--- src/rtl/mrx_pkg.sv ---
`timescale 1ns / 1ps

package mrx_pkg;

  localparam int unsigned XLEN = 64;
  localparam int unsigned WLEN = 32;

  // SPECIAL-class funct codes
  localparam logic [5:0] FN_SLL    = 6'd0;
  localparam logic [5:0] FN_SRL    = 6'd2;
  localparam logic [5:0] FN_SRA    = 6'd3;
  localparam logic [5:0] FN_SLLV   = 6'd4;
  localparam logic [5:0] FN_SRLV   = 6'd6;
  localparam logic [5:0] FN_JR     = 6'd8;
  localparam logic [5:0] FN_JALR   = 6'd9;
  localparam logic [5:0] FN_SYNC   = 6'd15;
  localparam logic [5:0] FN_MFLO   = 6'd18;
  localparam logic [5:0] FN_DSLLV  = 6'd20;
  localparam logic [5:0] FN_MULTU  = 6'd25;
  localparam logic [5:0] FN_ADD    = 6'd32;
  localparam logic [5:0] FN_ADDU   = 6'd33;
  localparam logic [5:0] FN_SUBU   = 6'd35;
  localparam logic [5:0] FN_AND    = 6'd36;
  localparam logic [5:0] FN_OR     = 6'd37;
  localparam logic [5:0] FN_XOR    = 6'd38;
  localparam logic [5:0] FN_NOR    = 6'd39;
  localparam logic [5:0] FN_SLT    = 6'd42;
  localparam logic [5:0] FN_SLTU   = 6'd43;
  localparam logic [5:0] FN_DSLL   = 6'd56;
  localparam logic [5:0] FN_DSLL32 = 6'd60;
  localparam logic [5:0] FN_DSRA32 = 6'd63;

  typedef enum logic [1:0] {
    ST_OK       = 2'd0,
    ST_OVERFLOW = 2'd1,
    ST_UNKNOWN  = 2'd2
  } status_t;

  typedef struct packed {
    logic [5:0]      command;
    logic [XLEN-1:0] rs_value;
    logic [XLEN-1:0] rt_value;
    logic [4:0]      dest_index;
    logic [4:0]      shift_amount;
    logic [XLEN-1:0] next_pc;
  } req_t;

  typedef struct packed {
    status_t         status;
    logic            write_enable;
    logic [4:0]      write_index;
    logic [XLEN-1:0] write_value;
    logic            jump_taken;
    logic [XLEN-1:0] jump_target;
  } rsp_t;

  function automatic logic [XLEN-1:0] sext32(input logic [WLEN-1:0] v);
    return {{(XLEN-WLEN){v[WLEN-1]}}, v};
  endfunction

endpackage

--- src/rtl/mrx_req_if.sv ---
`timescale 1ns / 1ps

interface mrx_req_if;
  logic        valid;
  logic        ready;
  logic [5:0]  command;
  logic [63:0] rs_value;
  logic [63:0] rt_value;
  logic [4:0]  dest_index;
  logic [4:0]  shift_amount;
  logic [63:0] next_pc;

  modport source (
    output valid, command, rs_value, rt_value, dest_index, shift_amount, next_pc,
    input  ready
  );
  modport sink (
    input  valid, command, rs_value, rt_value, dest_index, shift_amount, next_pc,
    output ready
  );
endinterface

--- src/rtl/mrx_rsp_if.sv ---
`timescale 1ns / 1ps

interface mrx_rsp_if;
  logic        valid;
  logic        ready;
  logic [1:0]  status;
  logic        write_enable;
  logic [4:0]  write_index;
  logic [63:0] write_value;
  logic        jump_taken;
  logic [63:0] jump_target;

  modport source (
    output valid, status, write_enable, write_index, write_value, jump_taken, jump_target,
    input  ready
  );
  modport sink (
    input  valid, status, write_enable, write_index, write_value, jump_taken, jump_target,
    output ready
  );
endinterface

--- src/rtl/mips64_rtype_execute_top.sv ---
`timescale 1ns / 1ps

// Execute stage for 64-bit MIPS SPECIAL-class instructions.
// Channels: req carries one decoded instruction (funct, rs/rt values, rd,
// shift amount, next PC); rsp returns one result per instruction (status,
// register write, jump). Both are valid/ready; a transaction completes on a
// rising edge with valid and ready high.
// A transaction accepted on req is held in the input register, evaluated
// combinationally from it and shown on rsp once the result register takes it.
// Throughput: one instruction per cycle while rsp does not stall. The input
// register and the result register are the only stages; the 32x32 multu
// product is the longest path and lands directly in the HI/LO words, so an
// mflo right behind a multu reads the new LO.
// Reset (rst, synchronous): both stages empty, HI and LO cleared.
// Stall: while rsp.ready is low the result is held; the input register
// still takes one more transaction if it is empty, then req.ready drops.
// Overflowing add reports status 1 with no write; unknown funct reports 2.
module mips64_rtype_execute_top (
  input  logic          clk,
  input  logic          rst,
  mrx_req_if.sink       req,
  mrx_rsp_if.source     rsp
);

  logic                          s1_valid;
  mrx_pkg::req_t                 s1;
  logic                          s1_advance;
  logic                          out_valid;
  mrx_pkg::rsp_t                 out;
  mrx_pkg::rsp_t                 out_next;
  logic [mrx_pkg::XLEN-1:0]      hi_word;
  logic [mrx_pkg::XLEN-1:0]      lo_word;
  logic [2*mrx_pkg::WLEN-1:0]    product;

  logic [mrx_pkg::WLEN-1:0]      rs32;
  logic [mrx_pkg::WLEN-1:0]      rt32;
  logic [4:0]                    var_shamt;
  logic [mrx_pkg::WLEN-1:0]      sum32;
  logic                          add_ovf;
  logic                          wr;
  logic                          jmp;
  logic [mrx_pkg::XLEN-1:0]      val;
  mrx_pkg::status_t              st;

  assign s1_advance = s1_valid && (!out_valid || rsp.ready);
  assign req.ready  = !s1_valid || s1_advance;

  always_ff @(posedge clk) begin
    if (rst) begin
      s1_valid <= 1'b0;
    end else if (req.ready) begin
      s1_valid <= req.valid;
    end
  end

  always_ff @(posedge clk) begin
    if (req.valid && req.ready) begin
      s1.command      <= req.command;
      s1.rs_value     <= req.rs_value;
      s1.rt_value     <= req.rt_value;
      s1.dest_index   <= req.dest_index;
      s1.shift_amount <= req.shift_amount;
      s1.next_pc      <= req.next_pc;
    end
  end

  assign rs32      = s1.rs_value[mrx_pkg::WLEN-1:0];
  assign rt32      = s1.rt_value[mrx_pkg::WLEN-1:0];
  assign var_shamt = s1.rs_value[4:0];
  assign sum32     = rs32 + rt32;
  assign add_ovf   = ~(rs32[31] ^ rt32[31]) & (rs32[31] ^ sum32[31]);
  assign product   = (2*mrx_pkg::WLEN)'(rs32) * (2*mrx_pkg::WLEN)'(rt32);

  always_comb begin
    st  = mrx_pkg::ST_OK;
    wr  = 1'b1;
    jmp = 1'b0;
    val = '0;
    unique case (s1.command)
      mrx_pkg::FN_SLL:    val = mrx_pkg::sext32(rt32 << s1.shift_amount);
      mrx_pkg::FN_SRL:    val = mrx_pkg::sext32(rt32 >> s1.shift_amount);
      mrx_pkg::FN_SRA:    val = mrx_pkg::sext32(
                                  32'($signed(s1.rt_value) >>> s1.shift_amount));
      mrx_pkg::FN_SLLV:   val = mrx_pkg::sext32(rt32 << var_shamt);
      mrx_pkg::FN_SRLV:   val = mrx_pkg::sext32(rt32 >> var_shamt);
      mrx_pkg::FN_JR: begin
        wr  = 1'b0;
        jmp = 1'b1;
      end
      mrx_pkg::FN_JALR: begin
        jmp = 1'b1;
        val = s1.next_pc;
      end
      mrx_pkg::FN_SYNC:   wr  = 1'b0;
      mrx_pkg::FN_MFLO:   val = lo_word;
      mrx_pkg::FN_DSLLV:  val = s1.rt_value << s1.rs_value[5:0];
      mrx_pkg::FN_MULTU:  wr  = 1'b0;
      mrx_pkg::FN_ADD: begin
        if (add_ovf) begin
          st = mrx_pkg::ST_OVERFLOW;
          wr = 1'b0;
        end else begin
          val = mrx_pkg::sext32(sum32);
        end
      end
      mrx_pkg::FN_ADDU:   val = mrx_pkg::sext32(sum32);
      mrx_pkg::FN_SUBU:   val = mrx_pkg::sext32(rs32 - rt32);
      mrx_pkg::FN_AND:    val = s1.rs_value & s1.rt_value;
      mrx_pkg::FN_OR:     val = s1.rs_value | s1.rt_value;
      mrx_pkg::FN_XOR:    val = s1.rs_value ^ s1.rt_value;
      mrx_pkg::FN_NOR:    val = ~(s1.rs_value | s1.rt_value);
      mrx_pkg::FN_SLT:    val = {63'd0, $signed(s1.rs_value) < $signed(s1.rt_value)};
      mrx_pkg::FN_SLTU:   val = {63'd0, s1.rs_value < s1.rt_value};
      mrx_pkg::FN_DSLL:   val = s1.rt_value << s1.shift_amount;
      mrx_pkg::FN_DSLL32: val = {rt32, 32'd0} << s1.shift_amount;
      mrx_pkg::FN_DSRA32: val = $signed(s1.rt_value) >>> {1'b1, s1.shift_amount};
      default: begin
        st = mrx_pkg::ST_UNKNOWN;
        wr = 1'b0;
      end
    endcase
  end

  always_comb begin
    out_next.status       = st;
    out_next.write_enable = wr;
    out_next.write_index  = wr ? s1.dest_index : 5'd0;
    out_next.write_value  = wr ? val : '0;
    out_next.jump_taken   = jmp;
    out_next.jump_target  = jmp ? s1.rs_value : '0;
  end

  always_ff @(posedge clk) begin
    if (rst) begin
      out_valid <= 1'b0;
    end else if (s1_advance) begin
      out_valid <= 1'b1;
    end else if (rsp.ready) begin
      out_valid <= 1'b0;
    end
  end

  always_ff @(posedge clk) begin
    if (s1_advance) begin
      out <= out_next;
    end
  end

  // update HI/LO as the multu leaves the input register
  always_ff @(posedge clk) begin
    if (rst) begin
      hi_word <= '0;
      lo_word <= '0;
    end else if (s1_advance && s1.command == mrx_pkg::FN_MULTU) begin
      hi_word <= mrx_pkg::sext32(product[2*mrx_pkg::WLEN-1:mrx_pkg::WLEN]);
      lo_word <= mrx_pkg::sext32(product[mrx_pkg::WLEN-1:0]);
    end
  end

  assign rsp.valid        = out_valid;
  assign rsp.status       = out.status;
  assign rsp.write_enable = out.write_enable;
  assign rsp.write_index  = out.write_index;
  assign rsp.write_value  = out.write_value;
  assign rsp.jump_taken   = out.jump_taken;
  assign rsp.jump_target  = out.jump_target;

  a_err_no_side_effect: assert property (@(posedge clk) disable iff (rst)
    rsp.valid && rsp.status != mrx_pkg::ST_OK |-> !rsp.write_enable && !rsp.jump_taken)
    else $error("error status with write or jump");

  a_hold_when_blocked: assert property (@(posedge clk) disable iff (rst)
    s1_valid && !s1_advance |=> s1_valid && $stable(s1))
    else $error("input register lost a waiting transaction");

  a_hi_sext: assert property (@(posedge clk) disable iff (rst)
    (&hi_word[63:31]) || !(|hi_word[63:31]))
    else $error("HI not sign-extended");

  a_lo_sext: assert property (@(posedge clk) disable iff (rst)
    (&lo_word[63:31]) || !(|lo_word[63:31]))
    else $error("LO not sign-extended");

endmodule
--- src/flat_wrapper.sv ---
// flat-port wrapper written by rule: the top's interface ports become plain ports
module mips64_rtype_execute_top_flat 
  (clk, rst, req_valid, req_command, req_rs_value, req_rt_value, req_dest_index, req_shift_amount, req_next_pc, req_ready, rsp_valid, rsp_status, rsp_write_enable, rsp_write_index, rsp_write_value, rsp_jump_taken, rsp_jump_target, rsp_ready);
  mrx_req_if req_i ();
  mrx_rsp_if rsp_i ();
  input  logic clk;
  input  logic rst;
  input wire logic [$bits(req_i.valid)-1:0] req_valid;
  input wire logic [$bits(req_i.command)-1:0] req_command;
  input wire logic [$bits(req_i.rs_value)-1:0] req_rs_value;
  input wire logic [$bits(req_i.rt_value)-1:0] req_rt_value;
  input wire logic [$bits(req_i.dest_index)-1:0] req_dest_index;
  input wire logic [$bits(req_i.shift_amount)-1:0] req_shift_amount;
  input wire logic [$bits(req_i.next_pc)-1:0] req_next_pc;
  output wire logic [$bits(req_i.ready)-1:0] req_ready;
  output wire logic [$bits(rsp_i.valid)-1:0] rsp_valid;
  output wire logic [$bits(rsp_i.status)-1:0] rsp_status;
  output wire logic [$bits(rsp_i.write_enable)-1:0] rsp_write_enable;
  output wire logic [$bits(rsp_i.write_index)-1:0] rsp_write_index;
  output wire logic [$bits(rsp_i.write_value)-1:0] rsp_write_value;
  output wire logic [$bits(rsp_i.jump_taken)-1:0] rsp_jump_taken;
  output wire logic [$bits(rsp_i.jump_target)-1:0] rsp_jump_target;
  input wire logic [$bits(rsp_i.ready)-1:0] rsp_ready;
  assign req_i.valid = req_valid;
  assign req_i.command = req_command;
  assign req_i.rs_value = req_rs_value;
  assign req_i.rt_value = req_rt_value;
  assign req_i.dest_index = req_dest_index;
  assign req_i.shift_amount = req_shift_amount;
  assign req_i.next_pc = req_next_pc;
  assign req_ready = req_i.ready;
  assign rsp_valid = rsp_i.valid;
  assign rsp_status = rsp_i.status;
  assign rsp_write_enable = rsp_i.write_enable;
  assign rsp_write_index = rsp_i.write_index;
  assign rsp_write_value = rsp_i.write_value;
  assign rsp_jump_taken = rsp_i.jump_taken;
  assign rsp_jump_target = rsp_i.jump_target;
  assign rsp_i.ready = rsp_ready;
  mips64_rtype_execute_top u_core (.clk(clk), .rst(rst), .req(req_i), .rsp(rsp_i));
endmodule
--- config.mk ---
export PLATFORM = sky130hd
export DESIGN_NAME = mips64_rtype_execute_top_flat
export DESIGN_NICKNAME = d
export VERILOG_FILES = /design/src/rtl/mrx_pkg.sv /design/src/rtl/mrx_req_if.sv /design/src/rtl/mrx_rsp_if.sv /design/src/rtl/mips64_rtype_execute_top.sv /design/src/flat_wrapper.sv
export SDC_FILE = /design/constraint.sdc
export NUM_CORES = 2
export LEC_CHECK = 0
export BUFFER_PORTS_ARGS = -buffer_cell sky130_fd_sc_hd__clkbuf_2
export CORE_MARGIN = 1
export CORE_UTILIZATION = 44
export CTS_CLUSTER_SIZE = 10
export DETAILED_ROUTE_END_ITERATION = 6
export PLACE_DENSITY_LB_ADDON = 0.3
export SLEW_MARGIN = 10
export SYNTH_ARGS = -nofsm -noshare
export SYNTH_HDL_FRONTEND = slang
export SYNTH_SLANG_ARGS = --single-unit
export TNS_END_PERCENT = 1
--- constraint.sdc ---
create_clock -name clk -period 10.4 [get_ports clk]
set_clock_uncertainty 0.2 [all_clocks]
set_input_delay 1.56 -clock clk [delete_from_list [all_inputs] [get_ports clk]]
set_output_delay 1.56 -clock clk [all_outputs]
set_load 0.01 [all_outputs]
After elaboration in Yosys (flattened, before gate mapping):

Index checks and enable logic that the tools add are counted.

* input bits: 212
* logic and storage cells: 80
* register bits after elaboration: 379

* shift operators: 9
* equality and inequality tests: 22
* multiply operators: 1
* magnitude comparators: 2
* add/sub/neg operators: 2
* reductions and logical operators: 12
* bitwise gates (word level): 8
* muxes and demuxes: 9

Operators with widths (number)
* $pmux 64 s20: 1
* $lt 64x64->1: 2
* $shl 64x5->64: 2
* $eq 6x6->1 const B: 12
* $and 64x64->64: 1
* $mux 64: 1
* $not 64->64: 1
* $or 64x64->64: 1
* $shl 32x5->32: 2
* $shl 64x6->64: 1
* $shr 32x5->32: 2
* $sshr 64x5->32: 1
* $sshr 64x6->64: 1
* $xor 64x64->64: 1
* $add 32x32->32: 1
* $mul 32x32->32: 1
* $sub 32x32->32: 1
* $reduce_or 22->1: 1
* $reduce_or 19->1: 1
* $eq 6x4->1 const B: 3
* $eq 6x5->1 const B: 3
* $eq 6x2->1 const B: 2
* $eq 6x3->1 const B: 2
* $logic_not 6->1: 1
* 11 further kinds: 20

Logic depth before layout (Yosys ltp):

* depth in word-level cells: 5
* gate-level depth with buffers: 33
* depth with buffers taken out: 29

Worst setup path before layout:

OpenSTA, ideal clock, no wires.

* kind: input to register
* from: input rsp_ready
* to: register u_core.lo_word[26] (netlist name)
* arrival: 9.460 ns
* setup time: 0.071 ns
* path buffers: 1
* stages on the path: 7
* required time: 10.129 ns
* slack: 0.670 ns
* cell sequence: nor2b_1 nor2b_1 nand4_1 nor3_1 clkbuf_1 nand2_1 a21oi_1

* longest elaborated chain between the ends: 3

Ends and longest elaborated chain
* start: declaration: line flat_wrapper.sv:23 `input wire logic [$bits(rsp_i.ready)-1:0] rsp_ready;`
* $logic_or 1x1->1: line mips64_rtype_execute_top.sv:45 `assign s1_advance = s1_valid && (!out_valid || rsp.ready);`
* $logic_and 1x1->1: line mips64_rtype_execute_top.sv:45
* net u_core.s1_advance: line mips64_rtype_execute_top.sv:27 `logic s1_advance;`
* $logic_and 1x1->1: line mips64_rtype_execute_top.sv:154 `end else if (s1_advance && s1.command == mrx_pkg::FN_MULTU) begin`
* end signal: assignment: line mips64_rtype_execute_top.sv:156 `lo_word <= mrx_pkg::sext32(product[mrx_pkg::WLEN-1:0]);`
* end: declaration: line mips64_rtype_execute_top.sv:32 `logic [mrx_pkg::XLEN-1:0] lo_word;`

The timed path passes the listed nets, and every way through them passes these cells.
A chain may end at the register's enable or synchronous reset.

Final worst setup path:

* from: register u_core.s1 (netlist bit u_core.rt32[2])
* to: register, netlist name u_core.lo_word[31]

* longest elaborated chain between the ends: 1

Ends and longest elaborated chain
* start: declaration: line mips64_rtype_execute_top.sv:26 `mrx_pkg::req_t s1;`
* $mul 32x32->32: line mips64_rtype_execute_top.sv:72 `assign product = (2*mrx_pkg::WLEN)'(rs32) * (2*mrx_pkg::WLEN)'(rt32);`

Every way passes these cells.

==> results_dict.tcl <==
set metrics [dict create \
    cts_sinks 379 \
    rr_endpoint "u_core.lo_word[31]" \
    reg2reg_depth 24 \
    synth.cell_area_um2 49200 \
    p_per_area_nw_per_um2 345 \
    htreeDepth 2 \
    cts_tree "built" \
    fin_area_um2 54000 \
    cts_made_buffers 49 \
    crit_fanout 18 \
    ys_seq_area_share_pct 22.5 \
    core_area_um2 111000 \
    gr-usage-all-layers_pct 46.3 \
    dieArea_um2 113000 \
    dpl-instance-area_um2 52500 \
    synthMuxAreaShare_pct 10.9 \
    drive_gt1_share_pct 13.3 \
    worst_slew_pin_slew_ns 1.27 \
    end_kind "register" \
    crit_type "register to register" \
    reg2reg_from "u_core.rt32[2]" \
    required_ns 10.83 \
    num-fill-cells 10700 \
    p_leak_nw 23.8 \
    violations "design-rule violations" \
    ctsHoldBuffers 0 \
    drv_cap 0 \
    vdd_drop_max_v 0.00150 \
    grt_pass1_vias 44800 \
    grt_first_pass_wirelength_mm 363 \
    grt_remaining_overflow 0 \
    syn_to_final_growth_pct 9.76 \
    cts_resized 0 \
    post_cts_buffers 0 \
    syn-num-nets 6564 \
    finalCritPeriodShare_pct 82.2 \
    grt_antenna_before_repair 19 \
    yosys.area_share.simple_pct 14.6 \
    start_kind "register" \
    cp-endpoint "u_core.lo_word[31]" \
    synth_seq_cells 379 \
    startpoint "u_core.rt32[2]" \
    hold_viol 0 \
    finalSetupViolations 0 \
    hold_slack_ns 0.254 \
    synth_flop_cell "edfxtp_1" \
    fin_setup_tns_ns 0 \
    drtIter0Drc 7949 \
    hold_class "register to register" \
    synth-xor-area-share_pct 2.83 \
    grt_setup_unrepaired "no" \
    clk_latency_ns 0.70 \
    clock.fmax_ghz 0.117 \
    postRouteAntennaNets 0 \
    grt_max_degree 162 \
    synthArstFlopShare_pct 0 \
    drt_wl_total_mm 265 \
    synth.avg_cell_area_um2 8.74 \
    crit_arrival_ns 8.98 \
    num_vias 48000 \
    dieWidth_um 336 \
    rrSetupSlack_ns 1.85 \
    synth_fa_ha_area_share_pct 24.7 \
    dr.pass1.iters 7 \
    clockBufferDepth 3 \
    finalWeightedCongestion 1.10 \
    vias_per_cell 6.58 \
    ys_warn_count 0 \
    synth_compound_area_share_pct 16.3 \
    synth_edf_count 345 \
    syn-instance-count 5627 \
    min_period_ns 8.55 \
    route.detailed.drc 12 \
    core.rowCount 122 \
    portBuffers 350 \
    pin_count 351 \
    yosysUniqueCellTypes 102 \
    slew-limit-headroom_pct 13.3 \
    root_buffer "clkbuf_16" \
    ff_latch_area_um2 11000 \
    fp.dieH_um 336 \
    floorplan.initialDensity_pct 44.4 \
    avgRoutedWirePerCell_um 36.3 \
    nets 6716 \
    synth_top_family_by_area "adder cells" \
    multiInputGateArea_um2 34200 \
    cts.clk_slew.worst_paths_ns 0.07 \
    p_total_mw 18.6 \
    hpwl_mm 208 \
    slew_violations 0 \
    status "finished with violations" \
]
state kept, by name (all words and copies together), names as in the netlist, 2 cells and up:
signal                  count
u_core.s1                 144
u_core.rsp.jump_target     64
u_core.rsp.write_value     64
u_core.lo_word             32
u_core.rs32                32
u_core.rt32                32
u_core.rsp.write_index      5
u_core.rsp.status           2
stage by stage:
| step | util (%) | setup WS [ns] | std cells |
|---|---|---|---|
| detailed placement | 47.4 | 2.07 | 7216 |
| CTS | 48.7 | 2.04 | 7292 |
| floorplan | - | 0.670 | 5627 |
| global route | 48.8 | 1.70 | 7297 |
| finish | 48.8 | 1.85 | 7302 |
| global placement | 47.4 | 2.10 | 7216 |
worst min path at each step:
stage	from	endpoint	slack, ns	cells past startpoint
6_report	u_core.lo_word[14]	u_core.lo_word[14]	0.25	2
5_1_grt	u_core.lo_word[9]	u_core.lo_word[9]	0.27	2
4_1_cts	u_core.lo_word[14]	u_core.lo_word[14]	0.26	2
3_5_place_dp	u_core.lo_word[14]	u_core.lo_word[14]	0.25	2
3_3_place_gp	u_core.lo_word[10]	u_core.lo_word[10]	0.24	2
2_1_floorplan	u_core.lo_word[19]	u_core.lo_word[19]	0.23	2
final cells by class:
cell class	count	share of cell area (%)
multi-input cells	4227	63.4
flip-flops and latches	379	20.5
repair buffers	517	5.73
inverters	605	4.22
well taps	1488	3.45
clock buffers	61	2.39
clock inverters	15	0.345
diodes	10	0.0464
worst max-delay path: stages (launching register included):
cell,delay (ns)
edfxtp_1,0.39
inv_1,0.79
buf_4,0.34
nor2_1,0.10
fa_1,0.59
inv_1,0.06
fa_1,0.50
fa_1,0.44
fa_1,0.54
inv_1,0.05
fa_1,0.48
fa_1,0.59
fa_1,0.45
fa_1,0.47
ha_1,0.38
a21oi_1,0.21
o21ai_0,0.25
nor3_1,0.29
o31ai_1,0.15
o211a_1,0.19
a41o_1,0.31
o41ai_1,0.34
xnor2_1,0.16
nand2_1,0.06
a21oi_1,0.15
power breakdown:
part	internal (mW)	switching, mW	leakage, nW	total (mW)
combinational	5.88	9.19	19.6	15.1
clock	0.923	0.737	0.715	1.66
sequential	1.77	0.100	3.56	1.87
synthesized netlist by cell type, types with 19 or more instances:
cell | n | area, um2
a211oi_1 | 105 | 788
a21o_1 | 45 | 338
a21oi_1 | 318 | 1590
a221o_1 | 19 | 190
a221oi_1 | 43 | 377
a22oi_1 | 32 | 240
a31oi_1 | 22 | 138
and2_1 | 100 | 626
buf_1 | 81 | 304
buf_2 | 70 | 350
clkbuf_1 | 249 | 935
clkinv_1 | 19 | 71.3
dfxtp_1 | 34 | 681
edfxtp_1 | 345 | 10400
fa_1 | 410 | 8210
ha_1 | 315 | 3940
inv_1 | 580 | 2180
mux2_2 | 45 | 507
mux2i_1 | 343 | 3430
mux4_2 | 64 | 1440
nand2_1 | 654 | 2450
nand2b_1 | 30 | 188
nand3_1 | 53 | 265
nand4_1 | 23 | 144
nor2_1 | 640 | 2400
nor2b_1 | 35 | 219
nor3_1 | 58 | 290
nor4_1 | 20 | 125
o211ai_1 | 43 | 323
o21ai_0 | 308 | 1540
o21bai_1 | 22 | 165
o221ai_1 | 26 | 228
o22ai_1 | 33 | 206
xnor2_1 | 115 | 1010
xor2_1 | 44 | 385
metal layers:
metal | global-route usage, % | wire length, um | share of wire [%] | vias to the layer above
met4 | 18.8 | 12900 | 4.9 | 14
met2 | 59.9 | 101000 | 38 | 3768
li1 | - | - | - | 19600
met3 | 19.3 | 41300 | 16 | 614
met1 | 66.6 | 110000 | 42 | 24000
met5 | 0.596 | 90 | 0.034 | -
cells in the final DEF, fill, tap and decap left out, types with 56 or more instances in the layout:
cell type  synthesis  layout
o21ai_0          308     306
mux4_2            64      64
clkbuf_2           0     350
inv_1            580     577
fa_1             410     410
edfxtp_1         345     345
nand2_1          654     654
ha_1             315     315
a211oi_1         105     103
and2_1           100      98
xnor2_1          115     115
buf_4             10     160
a21oi_1          318     318
mux2i_1          343     341
nor3_1            58      56
nor2_1           640     638
kinds of logic after synthesis:
logic type	after synthesis
buf+inv	1021
flops	379
fa+ha+maj	725
mux	452
compound gates	1216
simple gates	1675
xor+xnor	159
(Power assumes the default switching activity.)
